--- config.mk ---
export PLATFORM = sky130hd
export DESIGN_NAME = cell_voltage_min_max_monitor_core
export DESIGN_NICKNAME = d
export VERILOG_FILES = /design/src/design/cvm_pkg.sv /design/src/design/cvm_ram.sv /design/src/design/cvm_window.sv /design/src/design/cvm_accum.sv /design/src/design/cell_voltage_min_max_monitor_core.sv
export VERILOG_INCLUDE_DIRS = /design/src /design/src/design
export SDC_FILE = /design/constraint.sdc
export NUM_CORES = 2
export LEC_CHECK = 0
export ABC_AREA = 1
export BUFFER_PORTS_ARGS = -buffer_cell sky130_fd_sc_hd__buf_4
export CORE_ASPECT_RATIO = 0.9
export CORE_UTILIZATION = 48
export CTS_CLUSTER_DIAMETER = 100
export DETAILED_ROUTE_END_ITERATION = 8
export PLACE_DENSITY = 0.75
export SYNTH_ARGS = -nofsm -noshare
export SYNTH_HDL_FRONTEND = slang
export SYNTH_HIERARCHICAL = 1
export SYNTH_SLANG_ARGS = --single-unit
--- constraint.sdc ---
create_clock -name clk -period 5.64 [get_ports clk]
set_input_delay 0 -clock clk [delete_from_list [all_inputs] [get_ports clk]]
set_output_delay 0 -clock clk [all_outputs]
set_load 0.02 [all_outputs]
--- src/design/cell_voltage_min_max_monitor_core_assert.svh ---
// Assertion macros for the cell voltage min/max monitor.
`ifndef CELL_VOLTAGE_MIN_MAX_MONITOR_CORE_ASSERT_SVH
`define CELL_VOLTAGE_MIN_MAX_MONITOR_CORE_ASSERT_SVH
`ifndef SYNTHESIS
`define CVM_ASSERT(lbl, cond, msg) \
	lbl: assert property (@(posedge clk) disable iff (!arst_n) (cond)) else $error(msg);
`define CVM_ASSERT_IMP(lbl, ante, cons, msg) \
	lbl: assert property (@(posedge clk) disable iff (!arst_n) (ante) |-> (cons)) \
		else $error(msg);
`define CVM_ASSERT_NXT(lbl, ante, cons, msg) \
	lbl: assert property (@(posedge clk) disable iff (!arst_n) (ante) |=> (cons)) \
		else $error(msg);
`else
`define CVM_ASSERT(lbl, cond, msg)
`define CVM_ASSERT_IMP(lbl, ante, cons, msg)
`define CVM_ASSERT_NXT(lbl, ante, cons, msg)
`endif
`endif

--- src/design/cvm_pkg.sv ---
// Package: widths, register indexes, control types and digit compare for the monitor.
`timescale 1ns / 1ps
package cvm_pkg;

	localparam int VAL_W      = 16;
	localparam int DIG_W      = 4;
	localparam int VAL_DIGITS = VAL_W / DIG_W;
	localparam int SUM_W      = 24;
	localparam int SUM_DIGITS = SUM_W / DIG_W;
	localparam int DIG_CNT_W  = 3;
	localparam int PACK_W     = 20;
	localparam int OUT_SUM_W  = 23;
	localparam int NO_W       = 8;
	localparam int CNT_W      = 8;
	localparam int IDX_IN_W   = 7;
	localparam int CFG_IDX_W  = 2;
	localparam int CFG_DATA_W = 20;

	localparam int CELLS_DEF = 108;
	localparam int MISSING   = 4;

	localparam logic [VAL_W-1:0]  CELL_LOW_RST  = 16'd2500;
	localparam logic [VAL_W-1:0]  CELL_HIGH_RST = 16'd4400;
	localparam logic [PACK_W-1:0] PACK_LOW_RST  = 20'd200000;
	localparam logic [PACK_W-1:0] PACK_HIGH_RST = 20'd470000;

	localparam logic [CFG_IDX_W-1:0] REG_CELL_LOW  = 2'd0;
	localparam logic [CFG_IDX_W-1:0] REG_CELL_HIGH = 2'd1;
	localparam logic [CFG_IDX_W-1:0] REG_PACK_LOW  = 2'd2;
	localparam logic [CFG_IDX_W-1:0] REG_PACK_HIGH = 2'd3;

	typedef struct packed {
		logic load;
		logic shift;
		logic cmp;
	} win_ctrl_t;

	typedef struct packed {
		logic clr;
		logic cmp;
		logic upd;
		logic add;
		logic pk;
	} acc_ctrl_t;

	typedef struct packed {
		logic [VAL_W-1:0]     min_mv;
		logic [NO_W-1:0]      min_no;
		logic [VAL_W-1:0]     max_mv;
		logic [NO_W-1:0]      max_no;
		logic [OUT_SUM_W-1:0] sum;
		logic [CNT_W-1:0]     cnt;
		logic                 found;
		logic                 pack_in;
	} acc_res_t;

	// One LSB-first compare step: returns {a<b, a>b} over the digits seen so far.
	function automatic logic [1:0] cmp_step(input logic [DIG_W-1:0] a,
		input logic [DIG_W-1:0] b, input logic lt, input logic gt);
		logic lt_n;
		logic gt_n;
		lt_n = (a < b) || ((a == b) && lt);
		gt_n = (a > b) || ((a == b) && gt);
		return {lt_n, gt_n};
	endfunction

endpackage

--- src/design/cvm_ram.sv ---
// Generic single-write, single-read RAM with registered read data.
`timescale 1ns / 1ps
module cvm_ram #(
	parameter int WIDTH = 16,
	parameter int DEPTH = 108,
	localparam int AW = (DEPTH > 1) ? $clog2(DEPTH) : 1
) (
	input  logic             clk,
	input  logic             we,
	input  logic [AW-1:0]    waddr,
	input  logic [WIDTH-1:0] wdata,
	input  logic [AW-1:0]    raddr,
	output logic [WIDTH-1:0] rdata
);

	logic [WIDTH-1:0] mem_q [DEPTH];
	logic [WIDTH-1:0] rdata_q;

	always_ff @(posedge clk) begin
		if (we) begin
			mem_q[waddr] <= wdata;
		end
		rdata_q <= mem_q[raddr];
	end

	assign rdata = rdata_q;

endmodule

--- src/design/cvm_window.sv ---
// Digit-serial window check: rotates a value and both window bounds a digit per cycle of shift.
`timescale 1ns / 1ps
module cvm_window (
	input  logic                       clk,
	input  logic                       arst_n,
	input  cvm_pkg::win_ctrl_t         ctrl,
	input  logic [cvm_pkg::VAL_W-1:0]  load_val,
	input  logic [cvm_pkg::VAL_W-1:0]  low,
	input  logic [cvm_pkg::VAL_W-1:0]  high,
	output logic [cvm_pkg::VAL_W-1:0]  val,
	output logic [cvm_pkg::DIG_W-1:0]  val_dig,
	output logic                       in_win
);
	import cvm_pkg::*;

	logic [VAL_W-1:0] val_q;
	logic [VAL_W-1:0] lo_q;
	logic [VAL_W-1:0] hi_q;
	logic             lt_q;
	logic             gt_q;
	logic [1:0]       lo_res;
	logic [1:0]       hi_res;

	assign lo_res = cmp_step(val_q[DIG_W-1:0], lo_q[DIG_W-1:0], lt_q, 1'b0);
	assign hi_res = cmp_step(val_q[DIG_W-1:0], hi_q[DIG_W-1:0], 1'b0, gt_q);

	always_ff @(posedge clk or negedge arst_n) begin
		if (!arst_n) begin
			lt_q <= 1'b0;
			gt_q <= 1'b0;
		end else if (ctrl.load) begin
			lt_q <= 1'b0;
			gt_q <= 1'b0;
		end else if (ctrl.cmp) begin
			lt_q <= lo_res[1];
			gt_q <= hi_res[0];
		end
	end

	always_ff @(posedge clk) begin
		if (ctrl.load) begin
			val_q <= load_val;
			lo_q  <= low;
			hi_q  <= high;
		end else if (ctrl.shift) begin
			val_q <= {val_q[DIG_W-1:0], val_q[VAL_W-1:DIG_W]};
			lo_q  <= {lo_q[DIG_W-1:0], lo_q[VAL_W-1:DIG_W]};
			hi_q  <= {hi_q[DIG_W-1:0], hi_q[VAL_W-1:DIG_W]};
		end
	end

	assign val     = val_q;
	assign val_dig = val_q[DIG_W-1:0];
	assign in_win  = !lt_q && !gt_q;

endmodule

--- src/design/cvm_accum.sv ---
// Digit-serial scan accumulator: min/max compare, pack sum, count and pack window check.
`timescale 1ns / 1ps
module cvm_accum (
	input  logic                       clk,
	input  logic                       arst_n,
	input  cvm_pkg::acc_ctrl_t         ctrl,
	input  logic [cvm_pkg::DIG_W-1:0]  cmp_dig,
	input  logic [cvm_pkg::DIG_W-1:0]  add_dig,
	input  logic [cvm_pkg::VAL_W-1:0]  val,
	input  logic                       entry_ok,
	input  logic [cvm_pkg::NO_W-1:0]   cell_no,
	input  logic [cvm_pkg::PACK_W-1:0] pack_low,
	input  logic [cvm_pkg::PACK_W-1:0] pack_high,
	output cvm_pkg::acc_res_t          res
);
	import cvm_pkg::*;

	logic [VAL_W-1:0] min_q;
	logic [VAL_W-1:0] max_q;
	logic [NO_W-1:0]  min_no_q;
	logic [NO_W-1:0]  max_no_q;
	logic [SUM_W-1:0] sum_q;
	logic [SUM_W-1:0] plo_q;
	logic [SUM_W-1:0] phi_q;
	logic [CNT_W-1:0] cnt_q;
	logic             found_q;
	logic             lt_q;
	logic             gt_q;
	logic             carry_q;
	logic             pk_lt_q;
	logic             pk_gt_q;
	logic [1:0]       min_res;
	logic [1:0]       max_res;
	logic [1:0]       plo_res;
	logic [1:0]       phi_res;
	logic [DIG_W:0]   dsum;

	assign min_res = cmp_step(cmp_dig, min_q[DIG_W-1:0], lt_q, 1'b0);
	assign max_res = cmp_step(cmp_dig, max_q[DIG_W-1:0], 1'b0, gt_q);
	assign plo_res = cmp_step(sum_q[DIG_W-1:0], plo_q[DIG_W-1:0], pk_lt_q, 1'b0);
	assign phi_res = cmp_step(sum_q[DIG_W-1:0], phi_q[DIG_W-1:0], 1'b0, pk_gt_q);
	assign dsum = {1'b0, sum_q[DIG_W-1:0]} + {1'b0, add_dig} + {{DIG_W{1'b0}}, carry_q};

	always_ff @(posedge clk or negedge arst_n) begin
		if (!arst_n) begin
			found_q <= 1'b0;
			cnt_q   <= '0;
			lt_q    <= 1'b0;
			gt_q    <= 1'b0;
			carry_q <= 1'b0;
			pk_lt_q <= 1'b0;
			pk_gt_q <= 1'b0;
		end else if (ctrl.clr) begin
			found_q <= 1'b0;
			cnt_q   <= '0;
			lt_q    <= 1'b0;
			gt_q    <= 1'b0;
			carry_q <= 1'b0;
			pk_lt_q <= 1'b0;
			pk_gt_q <= 1'b0;
		end else begin
			if (ctrl.cmp) begin
				lt_q <= min_res[1];
				gt_q <= max_res[0];
			end
			if (ctrl.upd) begin
				lt_q    <= 1'b0;
				gt_q    <= 1'b0;
				carry_q <= 1'b0;
				if (entry_ok) begin
					found_q <= 1'b1;
					cnt_q   <= cnt_q + CNT_W'(1);
				end
			end
			if (ctrl.add && entry_ok) begin
				carry_q <= dsum[DIG_W];
			end
			if (ctrl.pk) begin
				pk_lt_q <= plo_res[1];
				pk_gt_q <= phi_res[0];
			end
		end
	end

	always_ff @(posedge clk) begin
		if (ctrl.clr) begin
			sum_q <= '0;
			plo_q <= SUM_W'(pack_low);
			phi_q <= SUM_W'(pack_high);
		end else begin
			if (ctrl.cmp) begin
				min_q <= {min_q[DIG_W-1:0], min_q[VAL_W-1:DIG_W]};
				max_q <= {max_q[DIG_W-1:0], max_q[VAL_W-1:DIG_W]};
			end
			// first cell wins ties: only a strict compare replaces the holder
			if (ctrl.upd && entry_ok) begin
				if (!found_q || lt_q) begin
					min_q    <= val;
					min_no_q <= cell_no;
				end
				if (!found_q || gt_q) begin
					max_q    <= val;
					max_no_q <= cell_no;
				end
			end
			if (ctrl.add && entry_ok) begin
				sum_q <= {dsum[DIG_W-1:0], sum_q[SUM_W-1:DIG_W]};
			end
			if (ctrl.pk) begin
				sum_q <= {sum_q[DIG_W-1:0], sum_q[SUM_W-1:DIG_W]};
				plo_q <= {plo_q[DIG_W-1:0], plo_q[SUM_W-1:DIG_W]};
				phi_q <= {phi_q[DIG_W-1:0], phi_q[SUM_W-1:DIG_W]};
			end
		end
	end

	assign res.min_mv  = min_q;
	assign res.min_no  = min_no_q;
	assign res.max_mv  = max_q;
	assign res.max_no  = max_no_q;
	assign res.sum     = sum_q[OUT_SUM_W-1:0];
	assign res.cnt     = cnt_q;
	assign res.found   = found_q;
	assign res.pack_in = !pk_lt_q && !pk_gt_q;

endmodule

--- src/design/cell_voltage_min_max_monitor_core.sv ---
// Cell voltage min/max monitor: top level with sequencer, cell store and config registers.
//
// Input channel (in_valid/in_stall) carries one reading: cell_index, cell_mv, frame_last.
// A reading inside [cell_low_mv, cell_high_mv] with cell_index below CELLS overwrites that
// cell's stored value. After acceptance in_stall stays high through the digit-serial window
// compare and the store write, so a new reading is not taken until the last one is through.
// On a reading marked frame_last, if any reading of the frame was stored, the store is
// scanned cell by cell (RAM read, load, compare digits, update, sum digits), then the pack
// window check runs and the result is loaded; in_stall stays high throughout. The scan rate
// is set by the 4-bit digit datapath shared between window check and accumulator. If no
// cell, stored or reset zero, lies inside the window at scan time, no result is produced.
// The output channel (out_valid/out_stall) has one result register; a stalled result holds
// and, if a new result is ready meanwhile, the sequencer waits before returning to idle.
// Configuration: cfg_wr_en with cfg_idx 0..3 writes cell low/high and pack low/high; write
// only while idle. Reset clears the store (per-cell valid flags read as zero), the frame
// flag, the output valid flag and restores the default windows.
`timescale 1ns / 1ps
`include "cell_voltage_min_max_monitor_core_assert.svh"
module cell_voltage_min_max_monitor_core #(
	parameter int CELLS = cvm_pkg::CELLS_DEF
) (
	input  logic                           clk,
	input  logic                           arst_n,
	input  logic                           in_valid,
	output logic                           in_stall,
	input  logic [cvm_pkg::IDX_IN_W-1:0]   cell_index,
	input  logic [cvm_pkg::VAL_W-1:0]      cell_mv,
	input  logic                           frame_last,
	output logic                           out_valid,
	input  logic                           out_stall,
	output logic [cvm_pkg::VAL_W-1:0]      min_mv,
	output logic [cvm_pkg::NO_W-1:0]       min_cell_no,
	output logic [cvm_pkg::VAL_W-1:0]      max_mv,
	output logic [cvm_pkg::NO_W-1:0]       max_cell_no,
	output logic [cvm_pkg::OUT_SUM_W-1:0]  pack_sum_mv,
	output logic [cvm_pkg::CNT_W-1:0]      valid_cells,
	output logic                           pack_sum_ok,
	input  logic                           cfg_wr_en,
	input  logic [cvm_pkg::CFG_IDX_W-1:0]  cfg_idx,
	input  logic [cvm_pkg::CFG_DATA_W-1:0] cfg_data
);
	import cvm_pkg::*;

	localparam int IDX_W   = (CELLS > 1) ? $clog2(CELLS) : 1;
	localparam int CNT_MIN = (MISSING >= CELLS) ? 0 : CELLS - MISSING;

	localparam logic [3:0] S_IDLE = 4'd0;
	localparam logic [3:0] S_CHK  = 4'd1;
	localparam logic [3:0] S_WR   = 4'd2;
	localparam logic [3:0] S_RD   = 4'd3;
	localparam logic [3:0] S_LD   = 4'd4;
	localparam logic [3:0] S_CMP  = 4'd5;
	localparam logic [3:0] S_UPD  = 4'd6;
	localparam logic [3:0] S_ACC  = 4'd7;
	localparam logic [3:0] S_PK   = 4'd8;
	localparam logic [3:0] S_FIN  = 4'd9;

	logic [3:0]           state_q;
	logic [DIG_CNT_W-1:0] dig_q;
	logic [IDX_W-1:0]     scan_idx_q;
	logic                 chg_q;
	logic [CELLS-1:0]     valid_q;

	logic [IDX_IN_W-1:0]  idx_q;
	logic                 last_q;

	logic [VAL_W-1:0]     cell_low_q;
	logic [VAL_W-1:0]     cell_high_q;
	logic [PACK_W-1:0]    pack_low_q;
	logic [PACK_W-1:0]    pack_high_q;

	logic                 out_valid_q;
	logic [VAL_W-1:0]     out_min_q;
	logic [NO_W-1:0]      out_min_no_q;
	logic [VAL_W-1:0]     out_max_q;
	logic [NO_W-1:0]      out_max_no_q;
	logic [OUT_SUM_W-1:0] out_sum_q;
	logic [CNT_W-1:0]     out_cnt_q;
	logic                 out_ok_q;

	logic                 in_acc;
	logic                 idx_ok;
	logic                 wr_now;
	logic                 scan_go;
	logic                 out_free;
	logic                 out_load;
	logic                 dig_val_last;
	logic                 dig_sum_last;
	logic                 scan_last;
	logic [VAL_W-1:0]     rd_data;
	logic [VAL_W-1:0]     load_val;
	logic [VAL_W-1:0]     win_val;
	logic [DIG_W-1:0]     win_dig;
	logic [DIG_W-1:0]     add_dig;
	logic                 in_win;
	win_ctrl_t            win_ctrl;
	acc_ctrl_t            acc_ctrl;
	acc_res_t             acc_res;

	assign in_stall     = (state_q != S_IDLE);
	assign in_acc       = in_valid && !in_stall;
	assign idx_ok       = ({1'b0, idx_q} < NO_W'(CELLS));
	assign wr_now       = (state_q == S_WR) && idx_ok && in_win;
	assign scan_go      = last_q && (chg_q || wr_now);
	assign out_free     = !out_valid_q || !out_stall;
	assign out_load     = (state_q == S_FIN) && acc_res.found && out_free;
	assign dig_val_last = (dig_q == DIG_CNT_W'(VAL_DIGITS - 1));
	assign dig_sum_last = (dig_q == DIG_CNT_W'(SUM_DIGITS - 1));
	assign scan_last    = (scan_idx_q == IDX_W'(CELLS - 1));

	// never-written cells read as the reset value zero
	assign load_val = (state_q == S_IDLE) ? cell_mv :
		(valid_q[scan_idx_q] ? rd_data : '0);
	assign add_dig  = (dig_q < DIG_CNT_W'(VAL_DIGITS)) ? win_dig : '0;

	always_comb begin
		win_ctrl.load  = in_acc || (state_q == S_LD);
		win_ctrl.shift = (state_q == S_CHK) || (state_q == S_CMP) || (state_q == S_ACC);
		win_ctrl.cmp   = (state_q == S_CHK) || (state_q == S_CMP);
		acc_ctrl.clr   = (state_q == S_WR) && scan_go;
		acc_ctrl.cmp   = (state_q == S_CMP);
		acc_ctrl.upd   = (state_q == S_UPD);
		acc_ctrl.add   = (state_q == S_ACC);
		acc_ctrl.pk    = (state_q == S_PK);
	end

	always_ff @(posedge clk or negedge arst_n) begin
		if (!arst_n) begin
			cell_low_q  <= CELL_LOW_RST;
			cell_high_q <= CELL_HIGH_RST;
			pack_low_q  <= PACK_LOW_RST;
			pack_high_q <= PACK_HIGH_RST;
		end else if (cfg_wr_en) begin
			case (cfg_idx)
				REG_CELL_LOW:  cell_low_q  <= cfg_data[VAL_W-1:0];
				REG_CELL_HIGH: cell_high_q <= cfg_data[VAL_W-1:0];
				REG_PACK_LOW:  pack_low_q  <= cfg_data[PACK_W-1:0];
				REG_PACK_HIGH: pack_high_q <= cfg_data[PACK_W-1:0];
				default: ;
			endcase
		end
	end

	always_ff @(posedge clk or negedge arst_n) begin
		if (!arst_n) begin
			state_q    <= S_IDLE;
			dig_q      <= '0;
			scan_idx_q <= '0;
			chg_q      <= 1'b0;
			valid_q    <= '0;
		end else begin
			case (state_q)
				S_IDLE: begin
					if (in_acc) begin
						state_q <= S_CHK;
						dig_q   <= '0;
					end
				end
				S_CHK: begin
					if (dig_val_last) begin
						state_q <= S_WR;
						dig_q   <= '0;
					end else begin
						dig_q <= dig_q + DIG_CNT_W'(1);
					end
				end
				S_WR: begin
					if (wr_now) begin
						valid_q[idx_q[IDX_W-1:0]] <= 1'b1;
					end
					if (scan_go) begin
						chg_q      <= 1'b0;
						scan_idx_q <= '0;
						state_q    <= S_RD;
					end else begin
						if (wr_now) begin
							chg_q <= 1'b1;
						end
						state_q <= S_IDLE;
					end
				end
				S_RD: state_q <= S_LD;
				S_LD: begin
					state_q <= S_CMP;
					dig_q   <= '0;
				end
				S_CMP: begin
					if (dig_val_last) begin
						state_q <= S_UPD;
						dig_q   <= '0;
					end else begin
						dig_q <= dig_q + DIG_CNT_W'(1);
					end
				end
				S_UPD: state_q <= S_ACC;
				S_ACC: begin
					if (dig_sum_last) begin
						dig_q <= '0;
						if (scan_last) begin
							state_q <= S_PK;
						end else begin
							scan_idx_q <= scan_idx_q + IDX_W'(1);
							state_q    <= S_RD;
						end
					end else begin
						dig_q <= dig_q + DIG_CNT_W'(1);
					end
				end
				S_PK: begin
					if (dig_sum_last) begin
						state_q <= S_FIN;
						dig_q   <= '0;
					end else begin
						dig_q <= dig_q + DIG_CNT_W'(1);
					end
				end
				S_FIN: begin
					if (!acc_res.found || out_free) begin
						state_q <= S_IDLE;
					end
				end
				default: state_q <= S_IDLE;
			endcase
		end
	end

	always_ff @(posedge clk) begin
		if (in_acc) begin
			idx_q  <= cell_index;
			last_q <= frame_last;
		end
	end

	always_ff @(posedge clk or negedge arst_n) begin
		if (!arst_n) begin
			out_valid_q <= 1'b0;
		end else if (out_load) begin
			out_valid_q <= 1'b1;
		end else if (!out_stall) begin
			out_valid_q <= 1'b0;
		end
	end

	always_ff @(posedge clk) begin
		if (out_load) begin
			out_min_q    <= acc_res.min_mv;
			out_min_no_q <= acc_res.min_no;
			out_max_q    <= acc_res.max_mv;
			out_max_no_q <= acc_res.max_no;
			out_sum_q    <= acc_res.sum;
			out_cnt_q    <= acc_res.cnt;
			out_ok_q     <= acc_res.pack_in && (acc_res.cnt >= CNT_W'(CNT_MIN));
		end
	end

	cvm_ram #(
		.WIDTH(VAL_W),
		.DEPTH(CELLS)
	) u_store (
		.clk  (clk),
		.we   (wr_now),
		.waddr(idx_q[IDX_W-1:0]),
		.wdata(win_val),
		.raddr(scan_idx_q),
		.rdata(rd_data)
	);

	cvm_window u_window (
		.clk     (clk),
		.arst_n  (arst_n),
		.ctrl    (win_ctrl),
		.load_val(load_val),
		.low     (cell_low_q),
		.high    (cell_high_q),
		.val     (win_val),
		.val_dig (win_dig),
		.in_win  (in_win)
	);

	cvm_accum u_accum (
		.clk      (clk),
		.arst_n   (arst_n),
		.ctrl     (acc_ctrl),
		.cmp_dig  (win_dig),
		.add_dig  (add_dig),
		.val      (win_val),
		.entry_ok (in_win),
		.cell_no  (NO_W'(scan_idx_q) + NO_W'(1)),
		.pack_low (pack_low_q),
		.pack_high(pack_high_q),
		.res      (acc_res)
	);

	assign out_valid   = out_valid_q;
	assign min_mv      = out_min_q;
	assign min_cell_no = out_min_no_q;
	assign max_mv      = out_max_q;
	assign max_cell_no = out_max_no_q;
	assign pack_sum_mv = out_sum_q;
	assign valid_cells = out_cnt_q;
	assign pack_sum_ok = out_ok_q;

	`CVM_ASSERT(a_dig_range, dig_q < DIG_CNT_W'(SUM_DIGITS), "digit counter out of range")
	`CVM_ASSERT(a_scan_range, NO_W'(scan_idx_q) < NO_W'(CELLS), "scan index beyond store")
	`CVM_ASSERT_NXT(a_accept_chk, in_acc, state_q == S_CHK, "accept without check")
	`CVM_ASSERT_IMP(a_min_le_max, out_load, acc_res.min_mv <= acc_res.max_mv, "min above max")
	`CVM_ASSERT_IMP(a_out_nonempty, out_valid, |valid_cells && |min_cell_no, "empty result")

endmodule

# Word-level counts from Yosys, hierarchy flattened
# Memories as Yosys holds them, arrays and structs flattened. A register that Yosys moved wholly into a read port is not among the register bits.
# Index checks and enable logic that the tools add are counted.
[word_totals]
memories = 1
inputBits = 51
word_cells = 231
ramBits = 1728
ff_bits = 468
[mem_list]
columns = ["name", "depth", "width", "read_ports", "rd_ports_with_merged_regs", "wr", "line_no", "rtl"]
rows = [
  ["u_store.mem_q", 108, 16, 1, 1, 1, "cvm_ram.sv:16", "logic [WIDTH-1:0] mem_q [DEPTH];"],
]
[classes]
reduce_logical = 69
muxes = 71
n_eq_ne = 30
bitwise = 2
magnitude_cmp = 12
addsub = 6
[op_table]
columns = ["cell", "count"]
rows = [
  ["$mux 16", 14],
  ["$or 108x108->108", 1],
  ["$mux 20", 4],
  ["$mux 24", 2],
  ["$pmux 4 s10", 1],
  ["$mux 4", 8],
  ["$mux 1", 28],
  ["$eq 4x4->1", 6],
  ["$mux 8", 3],
  ["$mux 7", 3],
  ["$logic_and 1x1->1", 19],
  ["$eq 4x3->1 const B", 4],
  ["$lt 7x8->1 const B", 2],
  ["$reduce_and 2->1", 8],
  ["$reduce_bool 2->1", 8],
  ["$logic_or 1x1->1", 14],
  ["$ne 2x2->1 const B", 7],
  ["$pmux 7 s2", 1],
  ["$gt 4x4->1", 3],
  ["$lt 4x4->1", 3],
  ["$pmux 3 s4", 1],
  ["$mux 3", 3],
  ["$add 7x1->8 const B", 1],
  ["$add 8x1->8 const B", 1],
  ["30 further kinds", 45],
]

# Depth between registers and ports, before layout
[logic_depth]
depth_word = 8
mapped_depth = 16
depth_no_buf = 14

# By module
# Netlist, hierarchy kept.
[modules_own_cells]
columns = ["mod", "instances", "cells_per_inst", "area_each_um2"]
rows = [
  ["cvm_ram", 1, 5841, 70756.6],
  ["cell_voltage_min_max_monitor_core", 1, 1147, 11613.6],
  ["cvm_accum", 1, 709, 6447.4],
  ["cvm_window", 1, 252, 2389.8],
]

# Least setup slack after synthesis
# OpenSTA, ideal clock, no wires.
[synth_timing]
path_kind = "reg2reg"
startpoint = "register state_q[0]"
endpoint = "register out_max_no_q[0] (netlist: max_cell_no[0]) (enable)"
path_slack_ps = 549
synth_period_minus_slack_ps = 5091
t_required_ps = 5096
path_stages_with_launch = 5
setup_ps = 544
arrival_time_ps = 4547
n_path_buf = 0
path_cell_list = "dfrtp_1 inv_1 nor2_1 nand4_1 a21oi_1"
[synth_via]
elab_chain_len = 3
[synth_rtl]
columns = ["item", "line_no", "rtl"]
rows = [
  ["start, declared", "cell_voltage_min_max_monitor_core.sv:58", "logic [3:0] state_q;"],
  ["start signal, assigned", "cell_voltage_min_max_monitor_core.sv:146", "state_q <= S_IDLE;"],
  ["start signal, assigned", "cell_voltage_min_max_monitor_core.sv:155", "state_q <= S_CHK;"],
  ["start signal, assigned", "cell_voltage_min_max_monitor_core.sv:161", "state_q <= S_WR;"],
  ["$eq 4x4->1", "cell_voltage_min_max_monitor_core.sv:106", "assign out_load = (state_q == S_FIN) && acc_res.found && out_free;"],
  ["$logic_and 1x1->1 (2 in series)", "cell_voltage_min_max_monitor_core.sv:106", ""],
  ["named net out_load", "cell_voltage_min_max_monitor_core.sv:86", "logic out_load;"],
  ["end signal, assigned", "cell_voltage_min_max_monitor_core.sv:249", "out_max_no_q <= acc_res.max_no;"],
  ["end, declared", "cell_voltage_min_max_monitor_core.sv:76", "logic [NO_W-1:0] out_max_no_q;"],
]
# The timed path passes the listed nets, and every way through them passes these cells.
# A chain may end at the register's enable or synchronous reset.

# Worst setup path in the final report
[layout_timing]
startpoint = "register scan_idx_q[1]"
endpoint = "register u_window.val_q[12] (netlist: u_window/val[12]), data pin"
[layout_via]
elab_chain_len = 5
[layout_rtl]
columns = ["item", "line_no", "rtl"]
rows = [
  ["start, declared", "cell_voltage_min_max_monitor_core.sv:60", "logic [IDX_W-1:0] scan_idx_q;"],
  ["start signal, assigned", "cell_voltage_min_max_monitor_core.sv:202", "scan_idx_q <= scan_idx_q + IDX_W'(1);"],
  ["$bmux 1 s7", "cell_voltage_min_max_monitor_core.sv:113", "(valid_q[scan_idx_q] ? rd_data : '0);"],
  ["$mux 1 (implied by the code)", "cell_voltage_min_max_monitor_core.sv:113", ""],
  ["$mux 16", "cell_voltage_min_max_monitor_core.sv:113", ""],
  ["$mux 16", "cell_voltage_min_max_monitor_core.sv:112", "assign load_val = (state_q == S_IDLE) ? cell_mv :"],
  ["named net load_val[12]", "cell_voltage_min_max_monitor_core.sv:91", "logic [VAL_W-1:0] load_val;"],
  ["$mux 16", "cvm_window.sv:41", "if (ctrl.load) begin"],
  ["end signal, assigned", "cvm_window.sv:42", "val_q <= load_val;"],
  ["end signal, assigned", "cvm_window.sv:46", "val_q <= {val_q[DIG_W-1:0], val_q[VAL_W-1:DIG_W]};"],
  ["end, declared", "cvm_window.sv:16", "logic [VAL_W-1:0] val_q;"],
]
# The timed path passes the listed nets, and every way through them passes these cells. The select of a mux whose other input is x is not followed.

==> summary.txt <==
Finish
  – Share of layout cells above drive strength 1: 0.0851
  – NumNets Final: 8153
  – Final core utilization: 0.538
  – Area Overhead vs Synth: 11.2%

Global routing
  – Initial antenna violation count: 4
  – GRT overflow: 0
  – Vias in the first global route: 59112
  – First-pass GRT wire length: 356 mm
  – GRT Total Usage: 0.244
  – Largest net degree at the start of global routing: 173

Floorplan
  – DIE HEIGHT: 416 microns
  – Die Area: 192000 sq um
  – I/O pin count: 133
  – # rows: 151
  – Initial Util: 0.484
  – Core box area: 189000 sq um
  – Die extent in x: 461 microns

Placement
  – Pre-CTS setup slack: 1.82 ns
  – HPWL Detailed: 132 mm
  – RD Place Congestion: 0.910
  – Port-buffer cells: 132

Detailed routing
  – DR iter-0 viols: 8843
  – Post-Route WL: 238 mm
  – Drt pass-1 iters: 8
  – DRT antenna net count: 0
  – Average wire per standard cell: 22.1 microns
  – DR vias: 62264
  – DRC: 0
  – Via/cell ratio: 5.79

Logic synthesis
  – Post-synth EDFFs: 1952
  – Seq cells post-synth: 2212
  – Syn avg cell area: 11.5 sq um
  – Main flop type after synthesis: edfxtp_1
  – Syn_nets: 8036
  – Register area share after synthesis: 0.712
  – Post-synth ARST share: 0.0958
  – Yosys synthesis warning count: 6
  – Cell variety after synth: 49
  – Syn Inst Count: 7949
  – Mapped cell area: 91200 sq um

Worst setup path
  – Crit Path Max Fanout: 78
  – Max stage delay cell, worst path: dfrtp_4
  – CP bufs+invs: 3
  – CP startpoint kind: flip-flop
  – Critical Path AT: 5.02 ns
  – Critical path, cell by cell: buf_4, a21oi_1, o21ai_0, nand3_1, nand3_1, nand2_1, nand3_1, nand2_2, nand3_1, nand2_1, nand2_1, dlygate4sd3_1, o21ai_0, dlygate4sd3_1
  – Cell mode on critical path: nand3_1
  – Critical path required time: 6.22 ns
  – CP delay by family, top: buffers and inverters
  – Endpoint type of the worst setup path: flip-flop
  – Crit path kind: flip-flop to flip-flop
  – Worst path max stage delay: 0.82 ns

Pwr
  – Register share of total power: 0.557
  – Sw Share: 0.204
  – Gate power share: 0.023
  – Clock network power share: 0.421
  – Cell-internal power: 26.1 mW
  – Pwr dens: 323 nW/um^2
  – P_leak: 39.9 nW
  – VDD IR-drop max: 0.323 mV
  – Switching pwr: 6.67 mW

Timing
  – Final Hold Viols: 0
  – Max-slew headroom: 0.121
  – Final-report max-slew violation count: 0
  – Clk_skew: 0.0415 ns
  – RSZ-0062 raised after global routing: false
  – Fin worst setup slack: 1.20 ns
  – Setup violators final: 0
  – Worst Tran Pin Value: 1.32 ns
  – Period utilisation layout: 0.787
  – Post-route setup TNS: 0 ns
  – F_max: 225 MHz
  – Post-layout min period: 4.44 ns

Clock tree
  – Post-CTS Setup Inserts: 0
  – Clk sinks: 2212
  – CTS clk-pin slew, worst paths: 0.06 ns
  – H-tree Lvls: 4
  – Max clock buf depth: 3
  – CTS Buf Count: 204
  – TritonCTS clock tree: yes
  – Clk_lat worst skew: 0.84 ns
  – Root Driver: clkbuf_16

Worst hold path
  – Hold Path Class: input pin to flip-flop

Outcome
  – Status: finished clean

Run
  – Max cap viols: 0
## through the flow
stage	hold WS, ns	power, mW	std cells	area [sq um]
after global routing	0.0859	33.6	10760	101000
after CTS	0.0152	32.8	10759	101000
after detailed placement	0.0522	19.2	10301	93900
after floorplan	-0.296	19.0	7949	91200
after global placement	0.0453	19.2	10301	93900
final	0.0968	32.7	10762	101000
## cell type report
type | count | area, sq um
Timing Repair Buffer | 414 | 3580
Clock buffer | 270 | 5560
Multi-Input combinational cell | 4970 | 22000
Antenna cell | 3 | 7.51
Inverter | 264 | 1050
Tap cell | 2524 | 3160
Fill cell | 15176 | 87200
Clock inverter | 105 | 1070
Sequential cell | 2212 | 64900
## cell families after synthesis
logic type,share of synthesized area
and+or+nand+nor,0.204
AOI/OAI and AO/OA,0.0309
adders and majority gates,0.00510
xor gates and xnor gates,0.000576
DFF,0.712
buffers and inverters,0.0474
## worst register-to-register path: cells and delay by family (launching register included)
kind	cells	cell delay (ns)
buffers and inverters	3	1.92
AO/OA/AOI/OAI	3	0.37
AND/OR/NAND/NOR	8	1.07
flip-flops	1	0.82
## state kept, by name, indices dropped and copies added, names as in the netlist, 20 cells and up
name,flops
u_store/mem_q,1728
valid_q,108
u_accum/phi_q,24
u_accum/plo_q,24
u_accum/sum_q,24
pack_sum_mv,23
pack_high_q,20
pack_low_q,20
## Yosys cell counts (all sizes together), types with 26 or more instances
cell	number	area share
nand2	2523	0.10
edfxtp	1952	0.64
nand3	1540	0.085
buf	430	0.033
o21ai	337	0.019
nor2	326	0.013
inv	263	0.011
dfrtp	186	0.051
clkbuf	73	0.0030
a21oi	50	0.0028
dfxtp	48	0.011
o21bai	39	0.0032
ha	34	0.0047
o22ai	27	0.0019
dfstp	26	0.0075
## placed cells by master (no fill, tap or decap), types with 7 or more instances in the layout
cell,Yosys,layout
o22ai_1,27,27
nor2_2,2,10
clkinv_1,1,34
o21ai_0,290,290
a21oi_1,48,46
buf_12,0,19
clkbuf_16,0,209
nand2_1,2519,2519
inv_6,0,7
nand4_1,9,9
nor2_1,324,316
dfrtp_1,186,181
o221ai_1,12,12
dfstp_2,26,26
dfxtp_1,48,48
clkbuf_8,0,11
buf_4,69,311
edfxtp_1,1952,1952
bufinv_16,0,18
inv_2,9,8
o211ai_1,14,14
clkinv_2,0,38
clkbuf_1,72,50
ha_1,34,34
dlygate4sd3_1,0,82
a31oi_1,17,17
inv_1,250,248
nand3_1,1538,1538
o21bai_1,39,39
o21ai_1,45,45
nor3_1,18,18
## timing repair
item	in CTS	in global routing
resized for setup	0	0
endpoints found under the hold margin	340	0
setup endpoints to repair	0	0
hold buffers	83	0
## power by group through the flow
stage	combinational (mW)	sequential [mW]	clock, mW
2_1_floorplan	0.576	18.5	0
3_3_place_gp	0.634	18.5	0
3_5_place_dp	0.677	18.6	0
4_1_cts	0.736	18.2	13.9
5_1_grt	0.856	18.2	14.5
6_report	0.749	18.2	13.8
## per-layer routing
metal,global-route usage,share of wire,vias up
li1,-,-,27791
met1,0.334,0.38,30090
met2,0.376,0.46,3780
met3,0.0537,0.12,599
met4,0.104,0.044,4
met5,0.00378,0.00045,-
## path summary, 6_finish.rpt
kind	end	cells past startpoint	slack (ns)	startpoint
hold reg to reg	min_cell_no[2]	0	0.42	u_accum/min_no_q[2]
hold / removal	pack_low_q[8]	4	0.1	cfg_data[8]
setup / recovery	u_window/val[12]	14	1.20	scan_idx_q[1]
min in group asynchronous	pack_high_q[5]	3	0.39	arst_n
max in group asynchronous	valid_q[68]	4	4.28	arst_n
setup reg to reg	u_window/val[12]	14	1.20	scan_idx_q[1]
Note: power is estimated with default switching activity, not from simulation.
